`src/rtl/fcw_pkg.sv`:
```
`timescale 1ns / 1ps
// ----------------------------------------------------------------------------
// fcw_pkg
// Shared constants, command and status types for the Feistel cycle-walk
// index permutation block.
// ----------------------------------------------------------------------------
package fcw_pkg;

  // Mixing function constants. The two key words are folded with the pi words.
  localparam logic [63:0] MIX_MUL = 64'h5851f42d4c957f2d;
  localparam logic [63:0] MIX_BUF = 64'ha4093822299f31d0 ^ 64'h243f6a8885a308d3;
  localparam logic [63:0] MIX_PAD = 64'h082efa98ec4e6c89 ^ 64'h13198a2e03707344;
  localparam logic [5:0]  ROT_D1  = 6'd8;
  localparam logic [5:0]  ROT_BUF = 6'd24;

  // Partial product select for the shared 32x32 multiplier.
  typedef logic [1:0] mul_sel_t;
  localparam mul_sel_t MUL_LL = 2'd0;
  localparam mul_sel_t MUL_LH = 2'd1;
  localparam mul_sel_t MUL_HL = 2'd2;

  // Accumulator operation applied to the registered product.
  typedef logic [1:0] acc_op_t;
  localparam acc_op_t ACC_NONE = 2'd0;
  localparam acc_op_t ACC_LOAD = 2'd1;
  localparam acc_op_t ACC_ADD  = 2'd2;

  // Operand preparation after a 64-bit product completes.
  typedef logic [1:0] prep_t;
  localparam prep_t PREP_NONE = 2'd0;
  localparam prep_t PREP_D1   = 2'd1;
  localparam prep_t PREP_PAD  = 2'd2;

  // Commands from the controller to the datapath.
  typedef struct packed {
    logic     load_in;
    logic     setup;
    logic     rstart;
    mul_sel_t mul_sel;
    acc_op_t  acc_op;
    prep_t    prep;
    logic     fin;
    logic     walk_inc;
    logic     res_take;
    logic     out_load;
  } fcw_cmd_t;

  // Status from the datapath to the controller.
  typedef struct packed {
    logic in_range;
    logic trivial;
    logic below_n;
    logic walk_last;
  } fcw_sts_t;

endpackage

```
`src/rtl/fcw_ctrl.sv`:
```
`timescale 1ns / 1ps
// ----------------------------------------------------------------------------
// fcw_ctrl
// Controller state machine: sequences setup, the multiply steps of each
// Feistel round, the cycle-walk check and the result handoff.
// ----------------------------------------------------------------------------
module fcw_ctrl
  import fcw_pkg::*;
#(
  parameter int ROUNDS = 4
) (
  input  logic     clk,
  input  logic     rst_n,
  input  logic     in_valid,
  output logic     in_ready,
  output logic     out_valid,
  input  logic     out_ready,
  input  fcw_sts_t sts,
  output fcw_cmd_t cmd
);

  localparam int RCW = $clog2(ROUNDS);

  localparam logic [3:0] S_IDLE   = 4'd0;
  localparam logic [3:0] S_SETUP  = 4'd1;
  localparam logic [3:0] S_RSTART = 4'd2;
  localparam logic [3:0] S_M0     = 4'd3;
  localparam logic [3:0] S_M1     = 4'd4;
  localparam logic [3:0] S_M2     = 4'd5;
  localparam logic [3:0] S_M3     = 4'd6;
  localparam logic [3:0] S_FIN    = 4'd7;
  localparam logic [3:0] S_CHECK  = 4'd8;
  localparam logic [3:0] S_DONE   = 4'd9;

  // Which of the three products of the mixing function is in progress.
  localparam logic [1:0] MIX_D1  = 2'd0;
  localparam logic [1:0] MIX_PD  = 2'd1;
  localparam logic [1:0] MIX_BF  = 2'd2;

  logic [3:0]     state_r, state_nxt;
  logic [1:0]     mul_idx_r, mul_idx_nxt;
  logic [RCW-1:0] round_cnt_r, round_cnt_nxt;
  logic           out_valid_r, out_valid_nxt;

  // Next state and command decode.
  always_comb begin
    state_nxt     = state_r;
    mul_idx_nxt   = mul_idx_r;
    round_cnt_nxt = round_cnt_r;
    in_ready      = 1'b0;
    cmd           = '0;
    cmd.mul_sel   = MUL_LL;
    cmd.acc_op    = ACC_NONE;
    cmd.prep      = PREP_NONE;
    case (state_r)
      S_IDLE: begin
        in_ready = 1'b1;
        if (in_valid) begin
          cmd.load_in = 1'b1;
          state_nxt   = S_SETUP;
        end
      end
      S_SETUP: begin
        cmd.setup     = 1'b1;
        round_cnt_nxt = '0;
        if (!sts.in_range || sts.trivial) begin
          state_nxt = S_DONE;
        end else begin
          state_nxt = S_RSTART;
        end
      end
      S_RSTART: begin
        cmd.rstart  = 1'b1;
        mul_idx_nxt = MIX_D1;
        state_nxt   = S_M0;
      end
      S_M0: begin
        cmd.mul_sel = MUL_LL;
        state_nxt   = S_M1;
      end
      S_M1: begin
        cmd.mul_sel = MUL_LH;
        cmd.acc_op  = ACC_LOAD;
        state_nxt   = S_M2;
      end
      S_M2: begin
        cmd.mul_sel = MUL_HL;
        cmd.acc_op  = ACC_ADD;
        state_nxt   = S_M3;
      end
      S_M3: begin
        cmd.acc_op = ACC_ADD;
        case (mul_idx_r)
          MIX_D1:  cmd.prep = PREP_D1;
          MIX_PD:  cmd.prep = PREP_PAD;
          default: cmd.prep = PREP_NONE;
        endcase
        if (mul_idx_r == MIX_BF) begin
          state_nxt = S_FIN;
        end else begin
          mul_idx_nxt = mul_idx_r + 2'd1;
          state_nxt   = S_M0;
        end
      end
      S_FIN: begin
        cmd.fin = 1'b1;
        if (round_cnt_r == RCW'(ROUNDS - 1)) begin
          state_nxt = S_CHECK;
        end else begin
          round_cnt_nxt = round_cnt_r + RCW'(1);
          state_nxt     = S_RSTART;
        end
      end
      S_CHECK: begin
        if (sts.below_n || sts.walk_last) begin
          cmd.res_take = 1'b1;
          state_nxt    = S_DONE;
        end else begin
          cmd.walk_inc  = 1'b1;
          round_cnt_nxt = '0;
          state_nxt     = S_RSTART;
        end
      end
      S_DONE: begin
        if (!out_valid_r || out_ready) begin
          cmd.out_load = 1'b1;
          state_nxt    = S_IDLE;
        end
      end
      default: begin
        state_nxt = S_IDLE;
      end
    endcase
  end

  // The output slot fills on a load and drains on an accepted transaction.
  always_comb begin
    if (cmd.out_load) begin
      out_valid_nxt = 1'b1;
    end else if (out_ready) begin
      out_valid_nxt = 1'b0;
    end else begin
      out_valid_nxt = out_valid_r;
    end
  end

  // Control registers.
  always_ff @(posedge clk) begin
    if (!rst_n) begin
      state_r     <= S_IDLE;
      mul_idx_r   <= MIX_D1;
      round_cnt_r <= '0;
      out_valid_r <= 1'b0;
    end else begin
      state_r     <= state_nxt;
      mul_idx_r   <= mul_idx_nxt;
      round_cnt_r <= round_cnt_nxt;
      out_valid_r <= out_valid_nxt;
    end
  end

  assign out_valid = out_valid_r;

endmodule

```
`src/rtl/fcw_datapath.sv`:
```
`timescale 1ns / 1ps
// ----------------------------------------------------------------------------
// fcw_datapath
// Operand registers, the shared 32x32 multiplier with its accumulator, the
// Feistel round update, the cycle-walk counter and the result register.
// ----------------------------------------------------------------------------
module fcw_datapath
  import fcw_pkg::*;
#(
  parameter int INDEX_WIDTH = 32
) (
  input  logic        clk,
  input  logic [31:0] in_index_in,
  input  logic [31:0] in_set_size,
  output logic [31:0] out_index_out,
  output logic        out_valid_res,
  input  fcw_cmd_t    cmd,
  output fcw_sts_t    sts
);

  localparam int W  = INDEX_WIDTH;
  localparam int BW = $clog2(W + 1);

  logic [W-1:0]  k_r, n_r, v_r, res_r;
  logic [W-1:0]  walk_cnt_r;
  logic [BW-1:0] bits_r, hi_r, lo_r;
  logic [63:0]   opa_r, acc_r, pad_r, buf_r, prod_r;
  logic [31:0]   index_out_r;
  logic          valid_res_r;

  logic [W-1:0]  m, hi_mask, lo_mask, l_half, r_half, t_half, v_fin;
  logic [BW-1:0] bits, hi_bits, lo_bits;
  logic [31:0]   mul_a, mul_b;
  logic [63:0]   prod_nxt, acc_nxt, f_mix, d1_op, buf_op;

  function automatic logic [63:0] rotl(input logic [63:0] v, input logic [5:0] s);
    logic [127:0] d;
    begin
      d = {v, v} << s;
      return d[127:64];
    end
  endfunction

  // Domain width: the bit count of n - 1.
  always_comb begin
    m    = n_r - W'(1);
    bits = '0;
    for (int i = 0; i < W; i++) begin
      if (m[i]) begin
        bits = BW'(i + 1);
      end
    end
  end

  assign hi_bits = bits >> 1;
  assign lo_bits = bits - hi_bits;

  // Half masks and halves of the working value.
  assign hi_mask = W'(((W + 1)'(1) << hi_r) - (W + 1)'(1));
  assign lo_mask = W'(((W + 1)'(1) << lo_r) - (W + 1)'(1));
  assign l_half  = (v_r >> lo_r) & hi_mask;
  assign r_half  = v_r & lo_mask;

  // Partial product selection; only the low 64 bits of the full product are kept.
  always_comb begin
    case (cmd.mul_sel)
      MUL_LH: begin
        mul_a = opa_r[31:0];
        mul_b = MIX_MUL[63:32];
      end
      MUL_HL: begin
        mul_a = opa_r[63:32];
        mul_b = MIX_MUL[31:0];
      end
      default: begin
        mul_a = opa_r[31:0];
        mul_b = MIX_MUL[31:0];
      end
    endcase
  end

  assign prod_nxt = 64'(mul_a) * 64'(mul_b);

  // Accumulator: low product loads, cross products add into the upper word.
  always_comb begin
    case (cmd.acc_op)
      ACC_LOAD: acc_nxt = prod_r;
      ACC_ADD:  acc_nxt = {acc_r[63:32] + prod_r[31:0], acc_r[31:0]};
      default:  acc_nxt = acc_r;
    endcase
  end

  // Operands for the second and third products of the mixing function.
  assign d1_op  = rotl(MIX_PAD ^ acc_nxt, ROT_D1);
  assign buf_op = rotl(MIX_BUF ^ acc_nxt, ROT_BUF);

  // Round update: finish the mix, then swap and combine the halves.
  assign f_mix  = rotl(acc_r ^ pad_r, buf_r[5:0]);
  assign t_half = (l_half ^ f_mix[W-1:0]) & hi_mask;
  assign v_fin  = (r_half << hi_r) | t_half;

  // Status for the controller.
  assign sts.in_range  = k_r < n_r;
  assign sts.trivial   = n_r < W'(2);
  assign sts.below_n   = v_r < n_r;
  assign sts.walk_last = ({1'b0, walk_cnt_r} + (W + 1)'(1)) == ((W + 1)'(1) << bits_r);

  // Datapath registers.
  always_ff @(posedge clk) begin
    prod_r <= prod_nxt;
    acc_r  <= acc_nxt;
    if (cmd.load_in) begin
      k_r <= in_index_in[W-1:0];
      n_r <= in_set_size[W-1:0];
    end
    if (cmd.setup) begin
      bits_r     <= bits;
      hi_r       <= hi_bits;
      lo_r       <= lo_bits;
      v_r        <= k_r;
      walk_cnt_r <= '0;
      res_r      <= sts.in_range ? k_r : '0;
    end
    if (cmd.rstart) begin
      opa_r <= 64'(r_half) ^ MIX_BUF;
    end
    case (cmd.prep)
      PREP_D1: begin
        opa_r <= d1_op;
      end
      PREP_PAD: begin
        pad_r <= acc_nxt;
        buf_r <= buf_op;
        opa_r <= buf_op;
      end
      default: begin
      end
    endcase
    if (cmd.fin) begin
      v_r <= v_fin;
    end
    if (cmd.walk_inc) begin
      walk_cnt_r <= walk_cnt_r + W'(1);
    end
    if (cmd.res_take) begin
      res_r <= sts.below_n ? v_r : k_r;
    end
    if (cmd.out_load) begin
      index_out_r <= 32'(res_r);
      valid_res_r <= sts.in_range;
    end
  end

  assign out_index_out = index_out_r;
  assign out_valid_res = valid_res_r;

endmodule

```
`src/rtl/feistel_cycle_walk_index_permute_top.sv`:
```
`timescale 1ns / 1ps
// ----------------------------------------------------------------------------
// feistel_cycle_walk_index_permute_top
// Keyed pseudorandom permutation of an index within 0..n-1 by unbalanced
// Feistel rounds over a power-of-two domain with cycle walking.
// ----------------------------------------------------------------------------
// One item is in flight at a time. Each cycle-walk pass runs ROUNDS Feistel
// rounds and then a check; passes repeat until the value falls below n or the
// walk counter reaches its limit. An out-of-range index or a one-element set
// skips the rounds. Each round steps through the mixing function, which has
// three dependent 64-bit products, each built from three partial products on a
// single shared 32x32 multiplier. The finished result sits in an output
// register, so the next transaction is accepted while it waits to be taken.
module feistel_cycle_walk_index_permute_top
  import fcw_pkg::*;
#(
  parameter int INDEX_WIDTH = 32,
  parameter int ROUNDS      = 4
) (
  input  logic        clk,
  input  logic        rst_n,
  input  logic        in_valid,
  output logic        in_ready,
  input  logic [31:0] in_index_in,
  input  logic [31:0] in_set_size,
  output logic        out_valid,
  input  logic        out_ready,
  output logic [31:0] out_index_out,
  output logic        out_valid_res
);

  fcw_cmd_t cmd;
  fcw_sts_t sts;

  // Controller.
  fcw_ctrl #(
    .ROUNDS(ROUNDS)
  ) u_ctrl (
    .clk      (clk),
    .rst_n    (rst_n),
    .in_valid (in_valid),
    .in_ready (in_ready),
    .out_valid(out_valid),
    .out_ready(out_ready),
    .sts      (sts),
    .cmd      (cmd)
  );

  // Datapath.
  fcw_datapath #(
    .INDEX_WIDTH(INDEX_WIDTH)
  ) u_dp (
    .clk          (clk),
    .in_index_in  (in_index_in),
    .in_set_size  (in_set_size),
    .out_index_out(out_index_out),
    .out_valid_res(out_valid_res),
    .cmd          (cmd),
    .sts          (sts)
  );

  // A new result appears only as the controller returns to idle.
  a_rose_idle: assert property (@(posedge clk) disable iff (!rst_n)
    $rose(out_valid) |-> in_ready)
    else $error("result appeared while the controller was busy");

  // An accepted transaction makes the block busy in the next cycle.
  a_busy_after_accept: assert property (@(posedge clk) disable iff (!rst_n)
    (in_valid && in_ready) |=> !in_ready)
    else $error("block still ready right after accepting a transaction");

  // A result for an out-of-range index carries a zero index.
  a_invalid_zero: assert property (@(posedge clk) disable iff (!rst_n)
    (out_valid && !out_valid_res) |-> (out_index_out == 32'd0))
    else $error("invalid result with nonzero index");

endmodule

```
`config.mk`:
```
export PLATFORM = sky130hd
export DESIGN_NAME = feistel_cycle_walk_index_permute_top
export DESIGN_NICKNAME = d
export VERILOG_FILES = /design/src/rtl/fcw_pkg.sv /design/src/rtl/fcw_ctrl.sv /design/src/rtl/fcw_datapath.sv /design/src/rtl/feistel_cycle_walk_index_permute_top.sv
export SDC_FILE = /design/constraint.sdc
export NUM_CORES = 2
export LEC_CHECK = 0
export BUFFER_PORTS_ARGS = -buffer_cell sky130_fd_sc_hd__buf_2
export CORE_MARGIN = 4
export CORE_UTILIZATION = 66
export DETAILED_ROUTE_END_ITERATION = 8
export PLACE_DENSITY = 0.83
export RECOVER_POWER = 50
export SYNTH_ARGS = -nofsm -noshare
export SYNTH_HDL_FRONTEND = slang
export SYNTH_SLANG_ARGS = --single-unit
```
`constraint.sdc`:
```
create_clock -name clk -period 11.9 [get_ports clk]
set_input_delay 0 -clock clk [delete_from_list [all_inputs] [get_ports clk]]
set_output_delay 0 -clock clk [all_outputs]
set_load 0.05 [all_outputs]
```
Word level (Yosys, flattened, before mapping). Index checks and enable logic that the tools add are counted.

Bits in registers: 481. Word-level logic and storage cells: 163. Output and inout bits: 35.

Multipliers: 1. Equality and inequality tests: 24. Order comparisons: 3. Shift operators: 6. Reduce and logical (&&, ||, !) cells: 18. $add $sub $neg: 9. Muxes and demuxes: 74. Bitwise gates (word level): 9.

Operator list (number): 32-bit two-way mux (9); 64-bit one-hot mux with 2 select lines (2); 6-bit two-way mux (31); 128-bit by 6-bit << shifter with 96-bit output (1); 32-bit AND (3); 32-bit less-than comparator (2); 64-bit two-way mux (1); 32-bit by 2-bit subtractor with 32-bit output, second input constant (2); 64-bit XOR (1); 32-bit by 31-bit multiplier with 63-bit output (1); 4-bit one-hot mux with 10 select lines (1); 39-bit inverter (1); 32-bit by 1-bit adder with 33-bit output, second input constant (1); 33-bit equality test (1); 1-bit by 6-bit << shifter with 33-bit output, first input constant (1); 32-bit by 1-bit adder with 32-bit output, second input constant (1); 32-bit adder (1); 32-bit by 2-bit less-than comparator with 1-bit output, second input constant (1); 32-bit OR (1); 1-bit by 5-bit << shifter with 32-bit output, first input constant (1); 1-bit by 6-bit << shifter with 32-bit output, first input constant (1); 32-bit by 5-bit << shifter with 32-bit output (1); 32-bit by 6-bit >> shifter with 32-bit output (1); 32-bit by 1-bit subtractor with 32-bit output, second input constant (1); other kinds (29) (77).

Longest topological paths before layout.
Depth in word-level cells: 34. Gate-level depth with buffers: 34. Mapped depth without buffers: 32.

Cells and area by module. Synthesis repeated with hierarchy kept, for this count alone.

Cells, all modules: 5317. Area, all modules: 54997.7 um^2.

By module, submodules not included: fcw_datapath (cells each 5230, area each 54330.9 um^2, instances 1, sequential area each 12622.1 um^2); fcw_ctrl (cells each 87, area each 666.9 um^2, instances 1, sequential area each 180.2 um^2).

Least setup slack after synthesis. Ideal clock, no wire load.

Kind: register to register. From: register u_ctrl.state_r[0]. To: register u_dp.prod_r[60]. Path slack: 3.032 ns. Cell stages (with the launch flop): 32. Setup time: 0.072 ns. Period minus slack after synthesis: 8.868 ns. Arrival: 8.796 ns. Required time: 11.828 ns. Cells stage by stage: dfxtp_1 -> clkbuf_1 -> nand2b_1 -> nor2_1 -> clkbuf_1 -> mux2i_1 -> inv_1 -> fa_1 -> inv_1 -> fa_1 -> fa_1 -> inv_1 -> fa_1 -> inv_1 -> fa_1 -> inv_1 -> fa_1 -> fa_1 -> inv_1 -> fa_1 -> inv_1 -> ha_1 -> a21oi_1 -> o21ai_0 -> nor3_1 -> o211ai_1 -> a311oi_1 -> o21ai_0 -> a311oi_1 -> a31oi_1 -> a221oi_1 -> xnor2_1.

Cells in the longest elaborated chain, start to end: 5. Elaborated cells between the ends (all ways): 8. Those cells by class: mul: 1; eq/ne: 4; mux: 3.

RTL lines: from (decl) (RTL line fcw_ctrl.sv:40) `logic [3:0] state_r, state_nxt;`; from (signal assigned) (RTL line fcw_ctrl.sv:155) `state_r <= state_nxt;`; 4-bit by 3-bit equality test with 1-bit output (RTL line fcw_ctrl.sv:55) `case (state_r)`; 2-bit one-hot mux with 2 select lines (*) (RTL line fcw_ctrl.sv:55); 2-bit equality test / 2-bit by 1-bit equality test with 1-bit output (equally long branches) (RTL line fcw_datapath.sv:66) `case (cmd.mul_sel)`; 32-bit two-way mux / 29-bit two-way mux (equally long branches) (RTL line fcw_datapath.sv:66); 32-bit by 31-bit multiplier with 63-bit output (*) (RTL line fcw_datapath.sv:82) `assign prod_nxt = 64'(mul_a) * 64'(mul_b);`; via u_dp.prod_nxt[60] (RTL line fcw_datapath.sv:34) `logic [63:0] prod_nxt, acc_nxt, f_mix, d1_op, buf_op;`; to (signal assigned) (RTL line fcw_datapath.sv:110) `prod_r <= prod_nxt;`; to (decl) (RTL line fcw_datapath.sv:27) `logic [63:0] opa_r, acc_r, pad_r, buf_r, prod_r;`.

Mark *: on every way through the listed nets, which the timed path passes. The rest lies on a longest branch. A chain may end at the register's enable or synchronous reset.

Final worst setup path.
From: register u_ctrl.state_r[2]. To: register u_dp.prod_r[60].

Same word-level chain as after synthesis.

==> impl_metrics.csv <==
group,metric,value,unit
layout,fin_nets,6714,
layout,final_area,0.0579,mm2
synthesis,ys_seq_area_share,23.6,%
synthesis,synthFlopType,"edfxtp_1",
status,status,"complete, but fails checks",
sta,timing.fmax,89.5,MHz
synthesis,synth_edf_count,335,
clock_network,cts_tree,"built",
floorplan,io_pins,103,
routing,dr.first_iter.drc_count,6243,
status,violations,"capacitance limit, slew limit",
floorplan,start_util,66.9,%
critical_path,cpMostUsedCell,"fa_1",
placement,hpwl,155000,um
floorplan,die_area,0.0867,mm2
global_route,grt_usage,45.4,%
hold_path,hold_class,"in2reg",
floorplan,rows,104,
layout,final_util,71.5,%
critical_path,cp-end-kind,"register",
layout,drive_gt1_share,7.91,%
routing,first_pass_iters,9,
routing,drc_errors,0,
clock_network,numCtsBuffers,47,
routing,num_vias,45594,
clock_network,cts.sinks,471,
critical_path,start_kind,"register",
synthesis,netlist_top_cells_area,"fa_1, edfxtp_1, ha_1, inv_1, dfxtp_1",
synthesis,synthArstFlopShare,0,%
critical_path,path_class,"reg2reg",
synthesis,synth_warnings,0,
global_route,grt.overflow.total,0,
sta,finalSetupViolations,0,
global_route,grt_max_degree,73,
sta,hold_violations,0,
critical_path,cp_top_family,"adder cells",
synthesis,syn_inst,5462,
critical_path,reg2reg_slack,0.72,ns
critical_path,r2r_cells,28,
clock_network,clock_latency,0.63,ns
clock_network,clock_path_buffers,3,
critical_path,timing.rr.end,"u_dp.prod_r[60]$_DFF_P_",
clock_network,cts_max_level,2,
critical_path,crit_path_top_delay_cell,"a311oi_1",
synthesis,synth_top_area_cell,"fa_1",
clock_network,ctsResizeCount,0,
clock_network,clk_pin_slew,0.07,ns
synthesis,syn_area,0.0541,mm2
routing,wire_per_inst,29.5,um
sta,skew,0.0230,ns
floorplan,die_w,294,um
sta,grt_setup_unrepaired,"no",
placement,placed_cell_area,0.0557,mm2
flow_run,drv_cap,9,
critical_path,cp_data_required_time,12.44,ns
critical_path,r2r_start,"u_ctrl.state_r[2]$_SDFFE_PN0P_",
clock_network,cts-root-buf,"clkbuf_16",
critical_path,max_stage_delay,0.78,ns
synthesis,yosysUniqueCellTypes,95,
placement,gp_congestion,1.06,
critical_path,critical_path.max_fanout,17,
layout,area_delta_synth_final,6.96,%
floorplan,die_y,294,um
synthesis,syn_area_per_cell,9.91,um2
routing,drtAntennaViolNets,0,
synthesis,synth_seq_cells,471,
global_route,antenna_found_initial,18,
synthesis,yosysTopAreaCellShare,20.3,%
sta,relSlewSlack,-167,%
routing,viasPerCell,6.84,
critical_path,crit_arrival,11.72,ns
hold_path,hold_end,"u_dp.n_r[21]$_DFFE_PP_",
global_route,grt_first_pass_wirelength,290000,um
sta,fin_crit_sh,93.9,%
sta,tightest_slew,4.00,ns
routing,drt-total-wl,197000,um
sta,fin_setup_tns,0,ns
placement,portBuffers,102,
critical_path,cp_num_buf_inv,5,
hold_path,hold_start,"in_set_size[21]",
hold_path,hold_path_depth,2,
sta,slew_viol_final,443,
sta,period_needed,11.18,ns
global_route,grt_pass1_vias,45428,
floorplan,core_area,0.0809,mm2
==> what timing repair did <==
| item | in CTS | in global routing |
|---|---|---|
| hold buffers | 67 | 0 |
| buffers inserted | 0 | 0 |
| endpoints found under the hold margin | 73 | 0 |
==> cells in the final DEF, fill, tap and decap left out, types with 36 or more instances in the layout <==
cell type | synthesis | layout
inv_1 | 856 | 855
fa_1 | 550 | 550
ha_1 | 550 | 549
nand2_1 | 432 | 432
edfxtp_1 | 335 | 335
nor2_1 | 317 | 315
a21oi_1 | 255 | 255
o21ai_0 | 224 | 224
xnor2_1 | 157 | 157
mux2i_1 | 153 | 153
dfxtp_1 | 136 | 136
mux4_2 | 111 | 111
xor2_1 | 94 | 94
nor3_1 | 73 | 73
dlygate4sd3_1 | 0 | 67
nand3_1 | 66 | 66
clkbuf_1 | 179 | 63
buf_4 | 3 | 60
a21o_1 | 55 | 55
clkbuf_16 | 0 | 53
buf_2 | 13 | 51
mux2_2 | 50 | 50
a22oi_1 | 49 | 49
a211oi_1 | 48 | 48
a31oi_1 | 47 | 47
a221oi_1 | 43 | 43
nand4_1 | 38 | 38
and3_1 | 36 | 36
==> synthesized netlist by cell type, drive strengths merged, types with 21 or more instances <==
library cell    n
inv           861
fa            550
ha            550
nand2         432
edfxtp        335
nor2          318
a21oi         285
o21ai         227
clkbuf        179
xnor2         157
mux2i         153
dfxtp         136
mux4          111
xor2           94
nor3           74
nand3          70
a21o           55
buf            51
a22oi          50
mux2           50
a211oi         48
a31oi          47
a221oi         43
and3           38
nand4          38
nand2b         35
nor4           35
nor2b          34
o211ai         34
and2           29
o21a           28
a22o           21
o221ai         21
==> layout make-up <==
cell class	instances	area (um2)
antenna	21	52.6
fill	5780	23000
clock inverter	26	208
inverter	863	3240
tap	1060	1330
multi-input combinational	3927	37300
timing repair buffer	236	1600
sequential	471	12800
clock buffer	62	1390
==> state kept, by name, summed over array words and instances (netlist names) <==
| name | count |
|---|---|
| u_dp.prod_r | 63 |
| u_dp.acc_r | 64 |
| u_dp.bits_r | 6 |
| u_ctrl.state_r | 4 |
| u_dp.out_index_out | 32 |
| u_dp.walk_cnt_r | 32 |
| u_dp.lo_r | 6 |
| u_dp.opa_r | 64 |
| u_dp.out_valid_res | 1 |
| u_dp.res_r | 32 |
| u_dp.v_r | 32 |
| u_ctrl.mul_idx_r | 2 |
| u_ctrl.round_cnt_r | 2 |
| u_dp.k_r | 32 |
| u_ctrl.out_valid | 1 |
| u_dp.n_r | 32 |
| u_dp.buf_r | 5 |
| u_dp.pad_r | 61 |
==> worst max-delay path by stage <==
stage / from / endpoint / slack (ns) / cells past startpoint
finish: u_ctrl.state_r[2]$_SDFFE_PN0P_ / u_dp.prod_r[60]$_DFF_P_ / 0.72 / 28
global route: u_ctrl.state_r[2]$_SDFFE_PN0P_ / u_dp.prod_r[55]$_DFF_P_ / 0.34 / 28
CTS: u_ctrl.state_r[2]$_SDFFE_PN0P_ / u_dp.prod_r[60]$_DFF_P_ / 0.99 / 28
detailed placement: u_ctrl.state_r[0]$_SDFFE_PN0P_ / u_dp.prod_r[60]$_DFF_P_ / 1.05 / 28
global placement: u_ctrl.state_r[0]$_SDFFE_PN0P_ / u_dp.prod_r[60]$_DFF_P_ / 1.30 / 28
floorplan: u_ctrl.state_r[0]$_SDFFE_PN0P_ / u_dp.prod_r[60]$_DFF_P_ / 3.03 / 31
==> kinds of logic after synthesis <==
logic type	share of synthesized area [%]
buf+inv	7.70
xor+xnor	4.06
mux	8.49
compound gates	13.0
flops	23.6
simple gates	10.1
other cells	0.0139
fa+ha+maj	33.1
==> routing by layer <==
layer  GRT usage (%)  part of all wire (%)  up-vias
li1                -                     -    19112
met1            61.8                    38    22164
met2            63.3                    41     3560
met3            20.8                    17      732
met4            18.1                   4.9       26
met5               0                  0.13        -
==> stage by stage <==
step,worst slack [ns],hold WS (ns),std cells
floorplan,3.03,0.0989,5491
global placement,1.30,0.177,6490
detailed placement,1.05,0.178,6490
CTS,0.994,0.0866,6645
global route,0.344,0.101,6647
finish,0.722,0.0934,6666
Power is not shown: default switching activity piles up to over one toggle a cycle in this logic, so the estimate is an artifact.
